<file path="config.mk">
export PLATFORM = sky130hd
export DESIGN_NAME = oabs_seq
export DESIGN_NICKNAME = d
export VERILOG_FILES = /design/src/rtl/oabs_pkg.sv /design/src/rtl/oabs_seq.sv
export SDC_FILE = /design/constraint.sdc
export NUM_CORES = 1
export LEC_CHECK = 0
export BUFFER_PORTS_ARGS = -buffer_cell sky130_fd_sc_hd__buf_2
export CAP_MARGIN = 20
export CORE_ASPECT_RATIO = 0.6
export CORE_UTILIZATION = 33
export CTS_CLUSTER_SIZE = 8
export DETAILED_ROUTE_END_ITERATION = 8
export SETUP_SLACK_MARGIN = 0.15
export SYNTH_ARGS = -nofsm -noshare
export SYNTH_HDL_FRONTEND = slang
export SYNTH_SLANG_ARGS = --single-unit
</file>
<file path="constraint.sdc">
create_clock -name clock -period 11.9 [get_ports clock]
set_clock_uncertainty 0.15 [all_clocks]
set_input_delay 2.38 -clock clock [delete_from_list [all_inputs] [get_ports clock]]
set_output_delay 2.38 -clock clock [all_outputs]
set_load 0.1 [all_outputs]
</file>
<file path="src/rtl/oabs_pkg.sv">
// ----------------------------------------------------------------------------
// Order-agnostic binary search package
// Shared widths, codes and types for the search core and its submodules.
// ----------------------------------------------------------------------------
package oabs_pkg;

   localparam int WORD_W        = 32;
   localparam int INDEX_W       = 10;
   localparam int DEPTH_DEFAULT = 1024;

   typedef logic signed [WORD_W-1:0] word_type;
   typedef logic [INDEX_W-1:0]       index_type;

   // Item opcodes carried on the mode field.
   typedef enum logic {
      MODE_LOAD   = 1'b0,
      MODE_SEARCH = 1'b1
   } mode_type;

endpackage

</file>
<file path="src/rtl/oabs_seq.sv">
// ----------------------------------------------------------------------------
// Search sequencer
// Keeps the element count, writes loaded items and walks the bisection one
// memory probe per cycle with a single shared compare unit.
// ----------------------------------------------------------------------------
module oabs_seq
   import oabs_pkg::*;
#(
   parameter  int DEPTH   = DEPTH_DEFAULT,
   localparam int ADDR_W  = (DEPTH > 1) ? $clog2(DEPTH) : 1,
   localparam int COUNT_W = $clog2(DEPTH + 1)
) (
   input  logic              clock,
   input  logic              reset,
   input  logic              start,
   output logic              busy,
   input  logic              req_mode,
   input  logic              req_first_element,
   input  word_type          req_element_value,
   input  word_type          req_search_key,
   output logic              rsp_strobe,
   output logic              rsp_found,
   output index_type         rsp_found_index,
   output logic              wr_en,
   output logic [ADDR_W-1:0] wr_addr,
   output word_type          wr_data,
   output logic [ADDR_W-1:0] rd_addr,
   input  word_type          rd_data
);

   typedef enum logic [1:0] {
      ST_IDLE,
      ST_FIRST,
      ST_LAST,
      ST_PROBE
   } state_type;

   state_type            state_ff, state_in;
   logic [COUNT_W-1:0]   count_ff, count_in;
   logic [ADDR_W-1:0]    lo_ff, lo_in;
   logic [ADDR_W-1:0]    hi_ff, hi_in;
   logic [ADDR_W-1:0]    mid_ff, mid_in;
   word_type             key_ff, key_in;
   word_type             first_word_ff, first_word_in;
   logic                 desc_ff, desc_in;
   logic                 strobe_ff, strobe_in;
   logic                 found_ff, found_in;
   index_type            index_ff, index_in;

   logic                 accept;
   logic [COUNT_W-1:0]   load_base;
   logic [ADDR_W-1:0]    mid_dn, mid_up, nmid_dn, nmid_up;
   logic                 key_eq, key_lt, go_down;

   assign busy   = (state_ff != ST_IDLE);
   assign accept = start && !busy;

   // Both possible next midpoints are formed alongside the compare.
   assign mid_dn  = mid_ff - ADDR_W'(1);
   assign mid_up  = mid_ff + ADDR_W'(1);
   assign nmid_dn = lo_ff + ((mid_dn - lo_ff) >> 1);
   assign nmid_up = mid_up + ((hi_ff - mid_up) >> 1);

   assign key_eq  = (key_ff == rd_data);
   assign key_lt  = (key_ff < rd_data);
   assign go_down = (key_lt != desc_ff);

   assign load_base = req_first_element ? '0 : count_ff;

   always_comb begin
      state_in      = state_ff;
      count_in      = count_ff;
      lo_in         = lo_ff;
      hi_in         = hi_ff;
      mid_in        = mid_ff;
      key_in        = key_ff;
      first_word_in = first_word_ff;
      desc_in       = desc_ff;
      strobe_in     = 1'b0;
      found_in      = 1'b0;
      index_in      = '0;
      wr_en         = 1'b0;
      wr_addr       = load_base[ADDR_W-1:0];
      wr_data       = req_element_value;
      rd_addr       = '0;

      case (state_ff)
         ST_IDLE: begin
            if (accept) begin
               if (req_mode == MODE_LOAD) begin
                  // A word loaded into a full array is dropped.
                  if (load_base < COUNT_W'(DEPTH)) begin
                     wr_en    = 1'b1;
                     count_in = load_base + COUNT_W'(1);
                  end else begin
                     count_in = load_base;
                  end
               end else if (count_ff == '0) begin
                  strobe_in = 1'b1;
               end else begin
                  key_in   = req_search_key;
                  lo_in    = '0;
                  hi_in    = ADDR_W'(count_ff - COUNT_W'(1));
                  state_in = ST_FIRST;
               end
            end
         end
         ST_FIRST: begin
            first_word_in = rd_data;
            rd_addr       = hi_ff;
            state_in      = ST_LAST;
         end
         ST_LAST: begin
            // Equal end words are treated as ascending.
            desc_in  = (first_word_ff > rd_data);
            mid_in   = hi_ff >> 1;
            rd_addr  = hi_ff >> 1;
            state_in = ST_PROBE;
         end
         ST_PROBE: begin
            if (key_eq) begin
               strobe_in = 1'b1;
               found_in  = 1'b1;
               index_in  = INDEX_W'(mid_ff);
               state_in  = ST_IDLE;
            end else if (go_down) begin
               if (mid_ff == lo_ff) begin
                  strobe_in = 1'b1;
                  state_in  = ST_IDLE;
               end else begin
                  hi_in   = mid_dn;
                  mid_in  = nmid_dn;
                  rd_addr = nmid_dn;
               end
            end else begin
               if (mid_ff == hi_ff) begin
                  strobe_in = 1'b1;
                  state_in  = ST_IDLE;
               end else begin
                  lo_in   = mid_up;
                  mid_in  = nmid_up;
                  rd_addr = nmid_up;
               end
            end
         end
         default: begin
            state_in = ST_IDLE;
         end
      endcase
   end

   always_ff @(posedge clock) begin
      if (reset) begin
         state_ff  <= ST_IDLE;
         count_ff  <= '0;
         strobe_ff <= 1'b0;
         found_ff  <= 1'b0;
         index_ff  <= '0;
      end else begin
         state_ff  <= state_in;
         count_ff  <= count_in;
         strobe_ff <= strobe_in;
         found_ff  <= found_in;
         index_ff  <= index_in;
      end
      lo_ff         <= lo_in;
      hi_ff         <= hi_in;
      mid_ff        <= mid_in;
      key_ff        <= key_in;
      first_word_ff <= first_word_in;
      desc_ff       <= desc_in;
   end

   assign rsp_strobe      = strobe_ff;
   assign rsp_found       = found_ff;
   assign rsp_found_index = index_ff;

endmodule

</file>
## Word level (Yosys, flattened, before mapping)

Index checks and enable logic that the tools add are counted.
W data, S select, Z words.

- Input bits: 101
- Logic and storage cells: 107
- Flip-flop bits (word level): 120
- Output and inout bits: 66

- Bitwise operators: 4
- Magnitude comparators: 3
- Eq/ne operators: 19
- Reductions and logical operators: 15
- Multiplexer cells: 47
- Add/subtract/negate cells: 8

Operator list:

| operator | number |
|---|---|
| $mux W10 | 20 |
| $pmux W10 S2 | 3 |
| $eq A32 B32 Y1 | 1 |
| $gt A32 B32 Y1 | 1 |
| $lt A32 B32 Y1 | 1 |
| $pmux W10 S3 | 1 |
| $mux W11 | 2 |
| $add A10 B9 Y10 | 2 |
| $eq A10 B10 Y1 | 2 |
| $sub A10 B1 Y10 const B | 2 |
| $sub A10 B10 Y10 | 2 |
| $ne A2 B2 Y1 const B | 8 |
| $mux W2 | 7 |
| $reduce_and A7 Y1 | 2 |
| $mux W1 | 12 |
| $add A11 B1 Y11 const B | 1 |
| $logic_not A11 Y1 | 1 |
| $lt A11 B11 Y1 const B | 1 |
| $add A10 B1 Y10 const B | 1 |
| $ne A4 B4 Y1 const B | 2 |
| $pmux W2 S4 | 1 |
| $reduce_and A4 Y1 | 2 |
| $ne A3 B3 Y1 const B | 2 |
| $reduce_bool A2 Y1 | 3 |
| 12 further kinds | 16 |

## Depth between registers and ports, before layout

Gate-level depths: netlist of run 1.

- Depth in word-level cells: 7
- Mapped depth: 20
- Depth with buffers taken out: 19

## Least setup slack after synthesis of run 1

No wires, ideal clock.

- Path type: input to output
- From: in rd_data[17]
- To: out rd_addr[2]
- Buffers on the path: 1
- Arrival: 5.842 ns
- Stages: 10
- Required time: 9.370 ns
- Slack: 3.528 ns
- Cells stage by stage: inv_1 ha_1 a21oi_1 o21ai_0 a221o_1 a211oi_1 a211oi_2 buf_4 or3_1 a31oi_1

- Cells in the longest elaborated chain, start to end: 5
- Elaborated cells between the ends (all ways): 6
- Classes of those cells: order compare: 1; eq/ne: 2; mux: 3

Ends and longest elaborated chain:

| item | line | RTL |
|---|---|---|
| start: declaration | oabs_seq.sv:28 | `input word_type rd_data` |
| $lt A32 B32 Y1 | oabs_seq.sv:65 | `assign key_lt = (key_ff < rd_data);` |
| $ne A1 B1 Y1 | oabs_seq.sv:66 | `assign go_down = (key_lt != desc_ff);` |
| $mux W10 | oabs_seq.sv:126 | `end else if (go_down) begin` |
| $mux W10 * | oabs_seq.sv:121 | `if (key_eq) begin` |
| $pmux W10 S3 * | oabs_seq.sv:87 | `case (state_ff)` |
| end: declaration | oabs_seq.sv:27 | `output logic [ADDR_W-1:0] rd_addr,` |

Every way passes the cells marked *; elsewhere a longest branch is shown, timed or not.

## Worst setup path in the final report of run 1

- From: in rd_data[5]
- To: out rd_addr[0]

Same word-level chain as after synthesis.

==> flow_summary.rst, run 1 <==
.. list-table::
   :header-rows: 1

   * - Metric
     - Value
   * - Run status
     - completed
   * - Clock tree from TritonCTS
     - done
   * - Starting Density
     - 0.343
   * - H-tree levels
     - 4
   * - Wire length of the first global-routing pass
     - 35.3 mm
   * - Vias in the first global route
     - approximately 6200
   * - Post-Route Setup TNS
     - 0 ns
   * - Layout fillers
     - 2438
   * - Number of optimization iterations in the first detailed-route pass
     - 7
   * - Count of boundary I/O pins
     - 167
   * - Number of distinct library cell variants in the gate-level netlist after synthesis
     - 58
   * - Leakage power summed over all cells
     - 4.13 nW
   * - GRT busiest layer
     - met1
   * - Critical Path Source
     - rd_data[5]
   * - Met3 capacity usage during global routing
     - 0.0434
   * - Final Net Count
     - 1127
   * - Residual antenna-violating net count after detailed routing
     - 0
   * - Proportion of register bits with asynchronous set or reset after synthesis
     - 0
   * - VDD IR-drop max
     - 0.000118 V
   * - Vias
     - ~6400
   * - Class of the most critical hold timing path
     - register to register
   * - Wire length per cell
     - 18.0 um
   * - Summed instance area of the synthesized netlist
     - 8440 um2
   * - Kind of end point of the critical path
     - output pin
   * - Cell-internal power
     - around 1.2 mW
   * - Net switching power
     - 0.773 mW
   * - Detailed router's first-iteration violation count
     - 690
   * - Maximum clock path buffer count
     - 2
   * - Post-CTS Hold Buffers
     - 0
   * - CTS clock-pin slew for the worst setup and hold paths
     - 0.05 ns
   * - Per-instance average area after synthesis
     - 9.89 um2
   * - Critical path class
     - primary input to output pin
   * - Worst slew margin relative to its limit
     - 0.280
   * - # Max-Cap Violations
     - 0
   * - Pin slew with the least headroom to its limit
     - 1.08 ns
   * - Number of antenna violations at the first check in global routing
     - 0
   * - Largest net degree at the start of global routing
     - 43
   * - Switching part of the total power
     - 0.401
   * - GR Overflow Total
     - 0
   * - Total Wirelength
     - between 20 and 25 mm
   * - Maximum frequency from static timing analysis
     - 118 MHz
   * - Global Route Usage Sum
     - 0.177
   * - Floorplan die height
     - 126 um
   * - Met2 routing resource usage after global routing
     - 0.230
   * - Critical R2R Launch
     - mid_ff[0]
   * - Yosys warnings
     - 0
   * - Gp weighted congestion
     - ~0.95
   * - # rows
     - 44
   * - Data arrival time of the worst path
     - around 6 ns
   * - Number of flops mapped to enable cells by yosys
     - 95
   * - Area of the die
     - 26200 um2
   * - Final critical path time including I/O delays and setup
     - 8.46 ns
   * - Gates resized, CTS repair
     - 0
   * - P per Cell Area
     - a little over 200 nW/um2
   * - Master cell of the clock root buffer
     - clkbuf_16
   * - Register area share after synthesis
     - 0.397
   * - RSZ-0062 raised after global routing
     - false
   * - Clk network pwr share
     - 0.250
   * - Number of max-slew violations in the final report
     - 0
   * - Critical Path Start Type
     - primary input
   * - Core region area
     - 24600 um2
   * - Predominant post-synthesis flop cell
     - edfxtp_1
   * - TritonCTS Buffers
     - 17
   * - Portion of total power attributed to combinational logic
     - 0.450
   * - Insertion delay of the later-clocked pin in the worst-skew pair
     - 0.42 ns
   * - Critical-path maximum fanout
     - 20
   * - Total nets after synthesis
     - 1066
   * - Power, Total
     - 1.93 mW
   * - Area growth from synthesis to final layout
     - 13.3%
   * - Sequential group share of total power
     - 0.300
   * - IO buf count
     - 102
   * - Number of standard cells after synthesis
     - 853
   * - Share of layout cells above drive strength 1
     - 0.154
   * - Post-CTS setup repair buffer count
     - 0
   * - Final setup violation count
     - 0
   * - Number of flip-flops and latches in the synthesized netlist
     - 120
   * - Antenna diode count
     - 0
   * - Average vias per placed instance
     - 5.15
   * - DPL Wire Length
     - 17.7 mm
   * - Clock tree sinks
     - 120
   * - Hold Violations, Final
     - 0
   * - Hold path start
     - state_ff[1]
   * - GR met1 Demand/Resource
     - 0.278
   * - Residual DRC
     - 0
   * - CP required
     - 9.37 ns
   * - Die Span X
     - approximately 210 um
   * - Final cycle utilization of the critical path
     - 0.711
[worst paths after layout]
check | to | slack [ns] | cells past startpoint
min reg2reg | state_ff[1] | 0.36 | 2
min | state_ff[1] | 0.36 | 2
max | rd_addr[0] | 3.44 | 13
max reg2reg | mid_ff[9] | 6.74 | 19
[worst max-delay path, cell delays in order]
cell and delay, ns:
buf_2 0.09, inv_1 0.06, ha_1 0.31, a21oi_1 0.18
o21ai_0 0.14, a221o_1 0.36, o311a_1 0.30, a211oi_2 0.21
buf_4 0.30, nor2b_1 0.72, a222oi_1 0.21, a21oi_1 0.18
buf_2 0.47
[registers in the layout, summed over array words and instances (netlist names)]
register and count:
lo_ff 10, rsp_strobe 1, mid_ff 10, key_ff 32, hi_ff 10, rsp_found_index 10, count_ff 11, desc_ff 1
state_ff 2, rsp_found 1, first_word_ff 32
[layer usage]
| metal | wire, um | part of all wire | up-vias |
|---|---|---|---|
| met5 | 0 | 0 | - |
| met4 | 337 | 0.015 | 0 |
| met3 | 1830 | 0.081 | 25 |
| met2 | 8500 | 0.38 | 257 |
| met1 | 11800 | 0.53 | 3027 |
| li1 | - | - | 3128 |
[Yosys cell counts, types with 3 or more instances]
cell type / instances / area share
ha_1: 108 / 0.16
edfxtp_1: 95 / 0.34
inv_1: 71 / 0.032
nand2_1: 62 / 0.028
nor2_1: 62 / 0.028
a21oi_1: 53 / 0.031
xnor2_1: 52 / 0.054
buf_4: 34 / 0.030
clkbuf_1: 27 / 0.012
o21ai_0: 27 / 0.016
a21o_1: 26 / 0.023
xor2_1: 26 / 0.027
dfxtp_1: 25 / 0.059
nand4_1: 18 / 0.013
nor2b_1: 17 / 0.013
nand3_1: 15 / 0.0089
mux2i_1: 12 / 0.014
nor3_1: 12 / 0.0071
nor4_1: 10 / 0.0074
and2_1: 9 / 0.0067
nand2b_1: 9 / 0.0067
a222oi_1: 7 / 0.0083
a31oi_1: 7 / 0.0052
o21a_1: 6 / 0.0053
o211ai_1: 5 / 0.0044
and3_1: 4 / 0.0030
fa_1: 4 / 0.0095
or3_1: 4 / 0.0030
or4_1: 4 / 0.0036
a211oi_1: 3 / 0.0027
a22oi_1: 3 / 0.0027
and4_1: 3 / 0.0031
[power by group through the flow]
stage	Clock [mW]	Sequential, mW	Combinational, mW
final	0.482	0.579	0.866
after global routing	0.508	0.584	0.948
after CTS	0.490	0.576	0.850
after detailed placement	0	0.583	0.843
after global placement	0	0.584	0.839
after floorplan	0	0.558	0.683
[cell type report]
class	count	area [um2]	share of cell area
clock inverters	3	16.3	0.00170
clock buffers	29	531	0.0555
repair buffers	105	533	0.0557
inverters	71	267	0.0279
multi-input cells	599	4460	0.466
flip-flops and latches	120	3350	0.351
well taps	322	403	0.0421
[through the flow]
step | setup WS [ns] | instances | utilization | hold slack (ns) | area [um2]
floorplan | 3.53 | 853 | - | 0.318 | 8440
global placement | 3.48 | 1216 | 0.366 | 0.338 | 9010
detailed placement | 3.48 | 1216 | 0.366 | 0.351 | 9010
CTS | 3.47 | 1248 | 0.388 | 0.357 | 9560
global route | 3.18 | 1249 | 0.389 | 0.383 | 9560
finish | 3.44 | 1249 | 0.389 | 0.357 | 9560
[cell families (layout without fill, tap and decap cells)]
family	Yosys count	in the layout	synth area share
AND/OR/NAND/NOR	238	238	0.139
buffers and inverters	134	208	0.0750
XOR/XNOR	78	78	0.0810
AO/OA/AOI/OAI	157	157	0.121
adder cells (fa/ha/maj)	112	112	0.170
multiplexers	14	14	0.0169
flip-flops	120	120	0.397
[cell usage in the layout (no fill, tap or decap), types with 4 or more instances in the layout]
cell type  Yosys  routed
a21o_1        26      26
a21oi_1       53      53
a222oi_1       7       7
a31oi_1        7       7
and2_1         9       9
and3_1         4       4
buf_2          2     102
clkbuf_1      27       6
clkbuf_16      0      17
clkbuf_8       0       6
dfxtp_1       25      25
edfxtp_1      95      95
fa_1           4       4
ha_1         108     107
inv_1         71      71
mux2i_1       12      12
nand2_1       62      62
nand2b_1       9       9
nand3_1       15      15
nand4_1       18      18
nor2_1        62      61
nor2b_1       17      17
nor3_1        12      12
nor4_1        10      10
o211ai_1       5       5
o21a_1         6       6
o21ai_0       27      27
or3_1          4       4
or4_1          4       4
xnor2_1       52      52
xor2_1        26      26
Note: power is estimated with default switching activity, not from simulation.
==> run 2: changes to the inputs <==
clock period = 7.4 ns   (was 11.9 ns; I/O delays follow)
==> flow_summary.rst, run 2 (same netlist as run 1, synthesis figures left out) <==
.. list-table::
   :header-rows: 1

   * - Metric
     - Value
   * - Run status
     - completed (unchanged)
   * - IO buf count
     - 102 (unchanged)
   * - Global Route Usage Sum
     - 0.173 (was 0.177)
   * - Post-CTS setup repair buffer count
     - 0 (unchanged)
   * - # rows
     - 44 (unchanged)
   * - TritonCTS Buffers
     - 17 (unchanged)
   * - Length of routed met3 wiring
     - 1.78 mm (was 1.83 mm)
   * - Master cell of the clock root buffer
     - clkbuf_16 (unchanged)
   * - Clock tree from TritonCTS
     - done (unchanged)
   * - Gates resized, CTS repair
     - 0 (unchanged)
   * - Worst hold-check slack
     - 0.349 ns (was 0.357 ns)
   * - Wire length per cell
     - 17.6 um (was 18.0 um)
   * - CP required
     - 5.77 ns (was 9.37 ns)
   * - Average vias per placed instance
     - 5.12 (was 5.15)
   * - Gp weighted congestion
     - 0.875 (was 0.950)
   * - Total Wirelength
     - 22.0 mm (was 22.5 mm)
   * - DP Area
     - 9160 um2 (was 9010 um2)
   * - Switching part of the total power
     - 0.400 (was 0.401)
   * - Area occupied by multi-input gates
     - 4460 um2 (unchanged)
   * - Count of boundary I/O pins
     - 167 (unchanged)
   * - End point of the worst hold path
     - state_ff[1] (unchanged)
   * - Critical path class
     - register to output pin (was primary input to output pin)
   * - GR Overflow Total
     - 0 (unchanged)
   * - Met2 wire length
     - 8.48 mm (was 8.50 mm)
   * - Portion of total power attributed to combinational logic
     - 0.454 (was 0.450)
   * - Antenna diode count
     - 0 (unchanged)
   * - Clock tree sinks
     - 120 (unchanged)
   * - DPL Wire Length
     - 17.2 mm (was 17.7 mm)
   * - Kind of end point of the critical path
     - output pin (unchanged)
   * - Final cycle utilization of the critical path
     - 0.942
   * - Critical Path Start Type
     - register (was primary input)
   * - Worst R2R End
     - mid_ff[9] (unchanged)
   * - Area growth from synthesis to final layout
     - 14.7% (was 13.3%)
   * - Core region area
     - 24600 um2 (unchanged)
   * - RSZ-0062 raised after global routing
     - false (unchanged)
   * - Most frequent cells in the layout
     - ha_1, edfxtp_1, buf_2 (was ha_1, buf_2, edfxtp_1)
   * - Maximum clock path buffer count
     - 2 (unchanged)
   * - H-tree levels
     - 4 (unchanged)
   * - Chain of cells forming the critical path
     - inv_1 > ha_1 > inv_1 > ha_1 > nor2b_1 > o21ai_0 > a21boi_0 > o21ai_0 > nand2b_1 > a31oi_1 > xnor2_1 > ha_1 > or2_2 > a21oi_1 > a31oi_1 > xor2_1 > or3b_2 > a31oi_1 > buf_2 (was buf_2 > inv_1 > ha_1 > a21oi_1 > o21ai_0 > a221o_1 > o311a_1 > a211oi_2 > buf_4 > nor2b_1 > a222oi_1 > a21oi_1 > buf_2)
   * - Worst-case setup margin in the final layout
     - 0.429 ns (was 3.44 ns)
   * - Number of antenna violations at the first check in global routing
     - 0 (unchanged)
   * - Cell count of the worst reg-to-reg path
     - 19 (unchanged)
   * - Worst slew margin relative to its limit
     - 0.290 (was 0.280)
   * - Slowest stage cell, crit path
     - edfxtp_1 (was nor2b_1)
   * - Number of max-slew violations in the final report
     - 0 (unchanged)
   * - Worst setup slack before clock tree synthesis
     - 0.916 ns (was 3.48 ns)
   * - Insertion delay of the later-clocked pin in the worst-skew pair
     - 0.42 ns (about the same)
   * - Final critical path time including I/O delays and setup
     - between 6 and 7 ns
   * - Class of the most critical hold timing path
     - register to register (unchanged)
   * - Residual DRC
     - 0 (unchanged)
   * - Largest stage delay on the critical path
     - 0.51 ns (was 0.72 ns)
   * - Hold path start
     - state_ff[1] (unchanged)
   * - Most common cell after layout, fill and taps aside
     - ha_1 (unchanged)
   * - Data arrival time of the worst path
     - 5.34 ns (was 5.93 ns)
   * - Starting Density
     - 0.343 (unchanged)
   * - Hold-critical path depth
     - 2 (unchanged)
   * - Sequential group share of total power
     - 0.304 (was 0.300)
   * - Layout fillers
     - 2397 (was 2438)
   * - Critical-path maximum fanout
     - 9 (was 20)
   * - Post-route met1 wirelength
     - 11.5 mm (was 11.8 mm)
   * - Net switching power
     - 1.22 mW (was 0.773 mW)
   * - Maximum frequency from static timing analysis
     - 143 MHz
   * - Critical R2R Launch
     - mid_ff[0] (unchanged)
   * - Die Span X
     - 208 um (unchanged)
   * - Vias in the first global route
     - 6076 (was 6156)
   * - Final setup violation count
     - 0 (unchanged)
   * - Clk network pwr share
     - 0.242 (was 0.250)
   * - Number of optimization iterations in the first detailed-route pass
     - 5 (was 7)
   * - Pin slew with the least headroom to its limit
     - 1.06 ns (was 1.08 ns)
   * - Register Area
     - 3350 um2 (unchanged)
   * - Top Registers
     - first_word_ff: 32 flops, key_ff: 32 flops, count_ff: 11 flops (unchanged)
   * - Post-CTS Hold Buffers
     - 0 (unchanged)
   * - Hold Violations, Final
     - 0 (unchanged)
   * - CTS clock-pin slew for the worst setup and hold paths
     - 0.05 ns (about the same)
   * - Area of the die
     - 26200 um2 (unchanged)
   * - Largest net degree at the start of global routing
     - 43 (unchanged)
   * - Residual antenna-violating net count after detailed routing
     - 0 (unchanged)
   * - Final Net Count
     - 1129 (was 1127)
   * - Leakage power summed over all cells
     - 4.14 nW (was 4.13 nW)
   * - Post-Route Setup TNS
     - 0 ns (unchanged)
   * - Design area
     - 9670 um2 (was 9560 um2)
   * - Detailed router's first-iteration violation count
     - 660 (was 690)
   * - Setup slack of the most critical reg-to-reg path
     - 2.73 ns (was 6.74 ns)
   * - Cell-internal power
     - 1.83 mW (was 1.15 mW)
   * - Floorplan die height
     - 126 um (unchanged)
   * - Top routing layer used
     - met4 (unchanged)
   * - # Max-Cap Violations
     - 0 (unchanged)
   * - Share of layout cells above drive strength 1
     - 0.156 (was 0.154)
   * - Vias
     - 6411 (was 6437)
   * - Wire length of the first global-routing pass
     - 34.6 mm (was 35.3 mm)
   * - P per Cell Area
     - 315 nW/um2 (was 201 nW/um2)
   * - VDD IR-drop max
     - 0.000173 V (was 0.000118 V)
## run 2: changes by cell type in the layout (fill, tap and decap cells not counted), sizes merged
cell	delta
inv	-1
clkinv	+5
clkinvlp	+2
buf	+3
clkbuf	-7
## run 2: final cells by class
| type | instances | share of cell area |
|---|---|---|
| clock inverter | 9 | 0.00530 |
| sequential | 120 | 0.347 |
| multi-input combinational | 599 | 0.461 |
| inverter | 71 | 0.0275 |
| tap | 322 | 0.0416 |
| clock buffer | 23 | 0.0484 |
| timing repair buffer | 107 | 0.0695 |
## run 2: how the worst max path moves through the flow
stage / start / slack, ns / to / cells past startpoint
2_1_floorplan: mid_ff[1] / 0.44 / rd_addr[8] / 19
3_3_place_gp: mid_ff[0] / 1.07 / rd_addr[8] / 19
3_5_place_dp: mid_ff[0] / 0.92 / rd_addr[8] / 19
4_1_cts: mid_ff[0] / 0.45 / rd_addr[8] / 19
5_1_grt: mid_ff[0] / 0.16 / rd_addr[8] / 19
6_report: mid_ff[0] / 0.43 / rd_addr[8] / 19
## run 2: power by group through the flow
stage	logic [mW]	clock network [mW]	registers, mW
final	1.38	0.738	0.927
after floorplan	1.10	0	0.898
after global placement	1.33	0	0.939
after global routing	1.52	0.788	0.937
after detailed placement	1.35	0	0.936
after CTS	1.36	0.761	0.925
## run 2: metal layers
metal	vias up	track usage
li1	3139	-
met1	3004	0.273
met5	-	0
met3	14	0.0446
met4	0	0.0418
met2	254	0.227
## run 2: critical path, delay by kind of cell, from the launching register on
family,cells,cell delay (ns)
buf+inv,3,0.80
flops,1,0.51
compound gates,7,1.19
simple gates,4,0.97
fa+ha+maj,3,1.06
xor+xnor,2,0.39
## run 2: metrics by stage
stage,power [mW],instances,util
after floorplan,2.00,853,-
after global placement,2.27,1218,0.372
after detailed placement,2.29,1219,0.372
after CTS,3.05,1251,0.393
after global routing,3.24,1251,0.393
final,3.05,1251,0.393
